`config.mk`:
```
export PLATFORM = sky130hd
export DESIGN_NAME = nsl_cell
export DESIGN_NICKNAME = d
export VERILOG_FILES = /design/src/rtl/nsl_pkg.sv /design/src/rtl/nsl_cell.sv
export SDC_FILE = /design/constraint.sdc
export NUM_CORES = 1
export LEC_CHECK = 0
export ABC_AREA = 1
export ABC_CLOCK_PERIOD_IN_PS = 15350
export BUFFER_PORTS_ARGS = -buffer_cell sky130_fd_sc_hd__buf_2
export CAP_MARGIN = 20
export CORE_AREA = 2 2 218 156
export DETAILED_ROUTE_END_ITERATION = 12
export DIE_AREA = 0 0 220 158
export SKIP_CTS_REPAIR_TIMING = 1
export SLEW_MARGIN = 20
export SYNTH_ARGS = -nofsm -noshare
export SYNTH_HDL_FRONTEND = slang
export SYNTH_SLANG_ARGS = --single-unit
export TNS_END_PERCENT = 100
```
`constraint.sdc`:
```
create_clock -name clock -period 15.35 [get_ports clock]
set_input_delay 0.7675 -clock clock [delete_from_list [all_inputs] [get_ports clock]]
set_output_delay 0.7675 -clock clock [all_outputs]
set_load 0.03 [all_outputs]
```
`src/rtl/nsl_pkg.sv`:
```
// -----------------------------------------------------------------------------
// nsl_pkg
// Shared types and constants of the nearest seed labeler.
// -----------------------------------------------------------------------------
package nsl_pkg;

   // Width of the ASCII label and the letter of seed zero.
   localparam int unsigned LABEL_W     = 7;
   localparam logic [6:0]  LETTER_BASE = 7'd65;

   // Control bits that ride with every item down the seed chain.
   typedef struct packed {
      logic valid;
      logic is_query;
   } ctl_type;

endpackage

```
`src/rtl/nsl_cell.sv`:
```
// -----------------------------------------------------------------------------
// nsl_cell
// One seed of the chain. Holds a seed coordinate, captures loads addressed to
// its slot and folds its distance into the running best of passing queries.
// Two register stages: squares, then sum and compare.
// -----------------------------------------------------------------------------
module nsl_cell #(
   parameter int unsigned INDEX      = 0,
   parameter int unsigned IDX_W      = 4,
   parameter int unsigned COORD_BITS = 10,
   parameter int unsigned CNT_W      = 5
) (
   input  logic                    clock,
   input  logic                    reset,
   input  logic                    adv,
   input  logic [CNT_W-1:0]        count,
   input  nsl_pkg::ctl_type        in_ctl,
   input  logic [IDX_W-1:0]        in_slot,
   input  logic [COORD_BITS-1:0]   in_x,
   input  logic [COORD_BITS-1:0]   in_y,
   input  logic [IDX_W-1:0]        in_best_idx,
   input  logic [2*COORD_BITS:0]   in_best_dist,
   output nsl_pkg::ctl_type        out_ctl,
   output logic [IDX_W-1:0]        out_slot,
   output logic [COORD_BITS-1:0]   out_x,
   output logic [COORD_BITS-1:0]   out_y,
   output logic [IDX_W-1:0]        out_best_idx,
   output logic [2*COORD_BITS:0]   out_best_dist
);
   import nsl_pkg::*;

   localparam int unsigned      SQ_W    = 2 * COORD_BITS;
   localparam int unsigned      DIST_W  = SQ_W + 1;
   localparam logic [IDX_W-1:0] MY_SLOT = IDX_W'(INDEX);
   localparam logic [CNT_W-1:0] MY_POS  = CNT_W'(INDEX);

   logic [COORD_BITS-1:0] seed_x_ff, seed_y_ff;

   ctl_type               s1_ctl_ff;
   logic [IDX_W-1:0]      s1_slot_ff, s1_idx_ff;
   logic [COORD_BITS-1:0] s1_x_ff, s1_y_ff;
   logic [DIST_W-1:0]     s1_dist_ff;
   logic [SQ_W-1:0]       dx2_ff, dy2_ff;

   ctl_type               s2_ctl_ff;
   logic [IDX_W-1:0]      s2_slot_ff, s2_idx_ff;
   logic [COORD_BITS-1:0] s2_x_ff, s2_y_ff;
   logic [DIST_W-1:0]     s2_dist_ff;

   logic [COORD_BITS-1:0] dx, dy;
   logic [DIST_W-1:0]     dist_sum;
   logic                  take;
   logic                  load_hit;

   assign load_hit = in_ctl.valid && !in_ctl.is_query && (in_slot == MY_SLOT);
   assign dx = (in_x >= seed_x_ff) ? (in_x - seed_x_ff) : (seed_x_ff - in_x);
   assign dy = (in_y >= seed_y_ff) ? (in_y - seed_y_ff) : (seed_y_ff - in_y);

   assign dist_sum = {1'b0, dx2_ff} + {1'b0, dy2_ff};
   // Strict compare keeps the lower index on a tie.
   assign take = (MY_POS < count) && (dist_sum < s1_dist_ff);

   // Seed table entry: no reset, undefined until loaded.
   always_ff @(posedge clock) begin
      if (adv && load_hit) begin
         seed_x_ff <= in_x;
         seed_y_ff <= in_y;
      end
   end

   always_ff @(posedge clock) begin
      if (reset) begin
         s1_ctl_ff <= '0;
         s2_ctl_ff <= '0;
      end else if (adv) begin
         s1_ctl_ff <= in_ctl;
         s2_ctl_ff <= s1_ctl_ff;
      end
   end

   always_ff @(posedge clock) begin
      if (adv) begin
         s1_slot_ff <= in_slot;
         s1_x_ff    <= in_x;
         s1_y_ff    <= in_y;
         s1_idx_ff  <= in_best_idx;
         s1_dist_ff <= in_best_dist;
         dx2_ff     <= {{COORD_BITS{1'b0}}, dx} * {{COORD_BITS{1'b0}}, dx};
         dy2_ff     <= {{COORD_BITS{1'b0}}, dy} * {{COORD_BITS{1'b0}}, dy};
         s2_slot_ff <= s1_slot_ff;
         s2_x_ff    <= s1_x_ff;
         s2_y_ff    <= s1_y_ff;
         s2_idx_ff  <= take ? MY_SLOT : s1_idx_ff;
         s2_dist_ff <= take ? dist_sum : s1_dist_ff;
      end
   end

   assign out_ctl       = s2_ctl_ff;
   assign out_slot      = s2_slot_ff;
   assign out_x         = s2_x_ff;
   assign out_y         = s2_y_ff;
   assign out_best_idx  = s2_idx_ff;
   assign out_best_dist = s2_dist_ff;

endmodule

```
After elaboration in Yosys (flattened, before gate mapping)
Cells that the tools add are included.
Widths: inputs -> output; s select.
Cells by class
  add/sub/neg operators: 5
  multiply operators: 2
  divide/modulo/power cells: 0
  $lt $le $gt $ge: 4
  equality and inequality tests: 0
  shift operators: 0
  mux-type cells: 3
  bitwise gates (word level): 0
  reductions and logical operators: 6
Operators with widths (count)
  $mul 10x10->20: 2
  $sub 10x10->10: 4
  $add 20x20->21: 1
  $lt 21x21->1: 1
  $mux 21: 1
  $ge 10x10->1: 2
  $mux 10: 2
  $lt 1x5->1 const A: 1
  $logic_and 1x1->1: 4
  $logic_not 4->1: 1
  $logic_not 1->1: 1
Word-level totals
  flip-flop bits (word level): 162
  bits in latches: 0
  bits in writable memories: 0
  ROM bits: 0
  input port bits: 59
  output and inout bits: 51
  word-level logic and storage cells: 38
  memories: 0

Depth between registers and ports, before layout
  depth in word-level cells: 4
  depth in mapped cells: 36
  depth with buffers taken out: 35

Least setup slack after synthesis
OpenSTA, ideal clock, no wires.
  path kind: input port to flip-flop
  start point: input in_x[0]
  end point: register dx2_ff[16], data pin
  setup time: 0.264 ns
  data arrival time: 6.328 ns
  required time: 15.086 ns
  setup slack: 8.758 ns
  stages: 29
  buffers on the path: 1
  path through: inv_1 ha_1 inv_1 fa_1 nand2_1 nand3_2 nand2_2 nand2_2 buf_6 o21ai_1 xor2_2 nor2_1 inv_1 fa_1 fa_1 inv_1 fa_1 fa_1 inv_1 fa_1 inv_1 ha_1 a21o_1 a21boi_0 nand3_1 nand3_1 nand2_1 a31oi_1 xor2_1
Between the ends
  cells in the longest elaborated chain, start to end: 3
  elaborated cells on any way between the ends: 5
  those cells by class: add/sub: 2; mul: 1; order compare: 1; mux: 1
Ends and longest elaborated chain
  from (decl): RTL line nsl_cell.sv:19  | input logic [COORD_BITS-1:0] in_x,
  $sub 10x10->10 or $ge 10x10->1 (tied branches): RTL line nsl_cell.sv:56  | assign dx = (in_x >= seed_x_ff) ? (in_x - seed_x_ff) : (seed_x_ff - in_x);
  $mux 10 *: RTL line nsl_cell.sv:56
  $mul 10x10->20 *: RTL line nsl_cell.sv:88  | dx2_ff <= {{COORD_BITS{1'b0}}, dx} * {{COORD_BITS{1'b0}}, dx};
  to (signal assigned): RTL line nsl_cell.sv:88
  to (decl): RTL line nsl_cell.sv:43  | logic [SQ_W-1:0] dx2_ff, dy2_ff;
Every way passes the cells marked *; elsewhere a longest branch is shown, timed or not.
A chain may end at the register's enable or synchronous reset.

Worst setup path in the final report
  start point: input in_y[0]
  end point: register dy2_ff[14], data pin
Between the ends
  cells in the longest elaborated chain, start to end: 3
  elaborated cells on any way between the ends: 5
  those cells by class: add/sub: 2; mul: 1; order compare: 1; mux: 1
Ends and longest elaborated chain
  from (decl): RTL line nsl_cell.sv:20  | input logic [COORD_BITS-1:0] in_y,
  $sub 10x10->10 or $ge 10x10->1 (tied branches): RTL line nsl_cell.sv:57  | assign dy = (in_y >= seed_y_ff) ? (in_y - seed_y_ff) : (seed_y_ff - in_y);
  $mux 10 *: RTL line nsl_cell.sv:57
  $mul 10x10->20 *: RTL line nsl_cell.sv:89  | dy2_ff <= {{COORD_BITS{1'b0}}, dy} * {{COORD_BITS{1'b0}}, dy};
  to (signal assigned): RTL line nsl_cell.sv:89
  to (decl): RTL line nsl_cell.sv:43
Marked as above.

==> key figures <==
Status
  – Status: finished clean

Synth
  – Top post-synthesis cells by area: edfxtp_1, ha_1, fa_1
  – Synth area leader: edfxtp_1
  – Avg Inst Size Synth: 9.35 sq um
  – Cells after Synth: 1485
  – Syn nets: 1816
  – Yosys reg bits: 160
  – Post-synth ARST share: 0
  – Post-synth top area share: 0.337
  – Area of the mapped netlist: 13900 sq um
  – Sequential share of the synthesized area: 0.343
  – Top FF cell, synth: edfxtp_1
  – Synth unique cells: 45
  – Post-synth EDFFs: 156
  – Yosys warning total: 0

Clocking
  – CTS root buf: clkbuf_16
  – CTS buffer count: 17
  – CTS tree: built
  – Clock Path Buffers: 2
  – H-tree Lvls: 4
  – CTS Sinks: 160
  – Latest clock arrival within the worst-skew pair: 450 ps
  – Clock transition at path regs: 60 ps

Critical path
  – R2r setup slk: 8100 ps
  – Data arrival, critical path: 7520 ps
  – Critical Path End Type: register
  – Crit Path Max Fanout: 11
  – Reg2reg path depth: 25
  – Worst path required time: 15530 ps
  – Worst Setup Start Kind: primary input
  – Critical path class: in -> reg

Route
  – # DRC: 0
  – DRT iter0 DRCs: 648
  – Total vias in the final route: 9935
  – Routed WL: 29.5 mm
  – Antenna-violating nets left: 0
  – Vias/cell: 4.85
  – Drt pass-1 iters: 5
  – DR WL/cell: 14.4 um

Global route
  – Met2 Usage GRT: 0.261
  – GRT Residual Overflow: 0
  – Global route hottest layer: met1
  – Number of global-route vias before repair: 9846
  – GR Util met3: 0.0457
  – Initial antenna violation count: 0
  – GRT Util Overall: 0.181
  – Pin count of the biggest net entering global routing: 59
  – Met1 Usage GRT: 0.270
  – First-pass GRT wire length: 49.2 mm

Place
  – # port buffers: 109
  – Routability cong.: 0.902
  – DPL Wire Length: 24.0 mm

Die
  – Die Area: 34800 sq um
  – Initial Util: 0.424
  – Core area: 32800 sq um
  – Die height: 158 um
  – I/O pins: 110
  – Die extent in x: 220 um
  – Row cnt: 56

STA
  – Worst Tran Pin Value: 780 ps
  – Part of the cycle the worst path needs: 0.478
  – Setup tns final: 0 ps
  – Hold Vio Cnt, Final: 0
  – Min Tclk post-route: 7340 ps
  – Final clock skew: 19.2 ps
  – RSZ-0062 raised after global routing: false
  – Max-Slew Margin vs Limit: 0.480
  – Max Freq: 136 MHz
  – Slew Limit Fails: 0
  – Final setup violation count: 0

Cells and area
  – Utilization after layout: 0.472
  – Commonest non-fill, non-tap cell in the layout: inv_1
  – Commonest non-fill, non-tap cells in the layout: inv_1, nand2_1, ha_1, edfxtp_1, nor2_1
  – Final nets: 1933
  – Share of layout cells above drive strength 1: 0.118
  – Fill cells: 3110
  – Layout area overhead: 11.5%
  – ANT cells: 0

Min path
  – WHS Path Cells: 0
  – HP Class: reg -> reg

Job
  – Total of max-cap violations: 0
[cells by family (layout without fill, tap and decap cells)]
kind of cell / count (synthesis) / in the layout / share of synthesized area
adders and majority gates: 272 / 272 / 0.299
AOI/OAI and AO/OA: 199 / 199 / 0.0792
DFF: 160 / 160 / 0.343
xor gates and xnor gates: 76 / 76 / 0.0544
buffers and inverters: 302 / 431 / 0.0831
and+or+nand+nor: 476 / 476 / 0.141
[sequential cells by signal, summed over array words and instances, names as in the netlist]
name / cells
out_slot: 4
s1_x_ff: 10
seed_x_ff: 10
s1_y_ff: 10
s1_slot_ff: 4
s1_ctl_ff: 2
dx2_ff: 19
out_x: 10
out_ctl: 2
s1_dist_ff: 21
seed_y_ff: 10
out_best_idx: 4
s1_idx_ff: 4
dy2_ff: 19
out_best_dist: 21
out_y: 10
[stage by stage]
step           setup slack (ps)  area (sq um)  hold WS (ps)  std cells
2_1_floorplan              8760         13900           400       1485
3_3_place_gp               7630         14900           401       2018
3_5_place_dp               7600         14900           406       2018
4_1_cts                    8070         15500           420       2049
5_1_grt                    7590         15500           424       2049
6_report                   8010         15500           419       2049
[routing by layer]
layer	vias to the layer above	wire (um)
met2	261	11800
li1	5035	-
met1	4618	15500
met5	-	0
met4	0	325
met3	21	1890
[critical path, stage by stage]
cell and delay (ps):
buf_2 120, inv_1 50, ha_1 490, nand2_1 140, nor2_1 70, nand2_1 60
nor2_1 30, nor2_1 220, nand2_1 290, inv_1 290, nand2_2 100, o22ai_2 190
xor2_2 570, nor2_1 200, fa_1 580, inv_1 50, fa_1 470, fa_1 540
inv_1 50, fa_1 400, fa_1 490, ha_1 360, a21oi_1 220, nand2_1 140
a21boi_0 300, o21ai_0 150, xor2_1 170
[final cells by class]
class                      instances  area, sq um  area share
sequential                       160         4760       0.308
timing repair buffer             113          582      0.0376
clock inverter                    14          118     0.00759
clock buffer                      17          425      0.0275
multi-input combinational       1023         7980       0.515
tap                              435          544      0.0351
inverter                         287         1080      0.0695
[worst paths after layout]
path | from | endpoint
worst max-delay path | in_y[0] | dy2_ff[14]$_DFFE_PP_
worst min-delay path | s1_y_ff[3]$_DFFE_PP_ | out_y[3]$_DFFE_PP_
worst max register to register | seed_y_ff[0]$_DFFE_PP_ | dy2_ff[14]$_DFFE_PP_
worst min register to register | s1_y_ff[3]$_DFFE_PP_ | out_y[3]$_DFFE_PP_
[cells in the mapped netlist, drive strengths merged, types with 2 or more instances]
| master | number |
|---|---|
| a21o | 3 |
| a21boi | 3 |
| ha | 172 |
| fa | 100 |
| xor2 | 61 |
| or2 | 3 |
| clkbuf | 9 |
| o21a | 10 |
| edfxtp | 156 |
| o21ai | 76 |
| a21oi | 88 |
| a31o | 2 |
| o21bai | 5 |
| nor3 | 11 |
| a211oi | 2 |
| nor2 | 140 |
| nand3 | 47 |
| nor4 | 3 |
| buf | 6 |
| nand2 | 262 |
| nand3b | 2 |
| nand4 | 5 |
| xnor2 | 15 |
| a31oi | 4 |
| inv | 287 |
| dfxtp | 4 |
| o211ai | 2 |
Power is not shown: default switching activity piles up to over one toggle a cycle in this logic, so the estimate is an artifact.
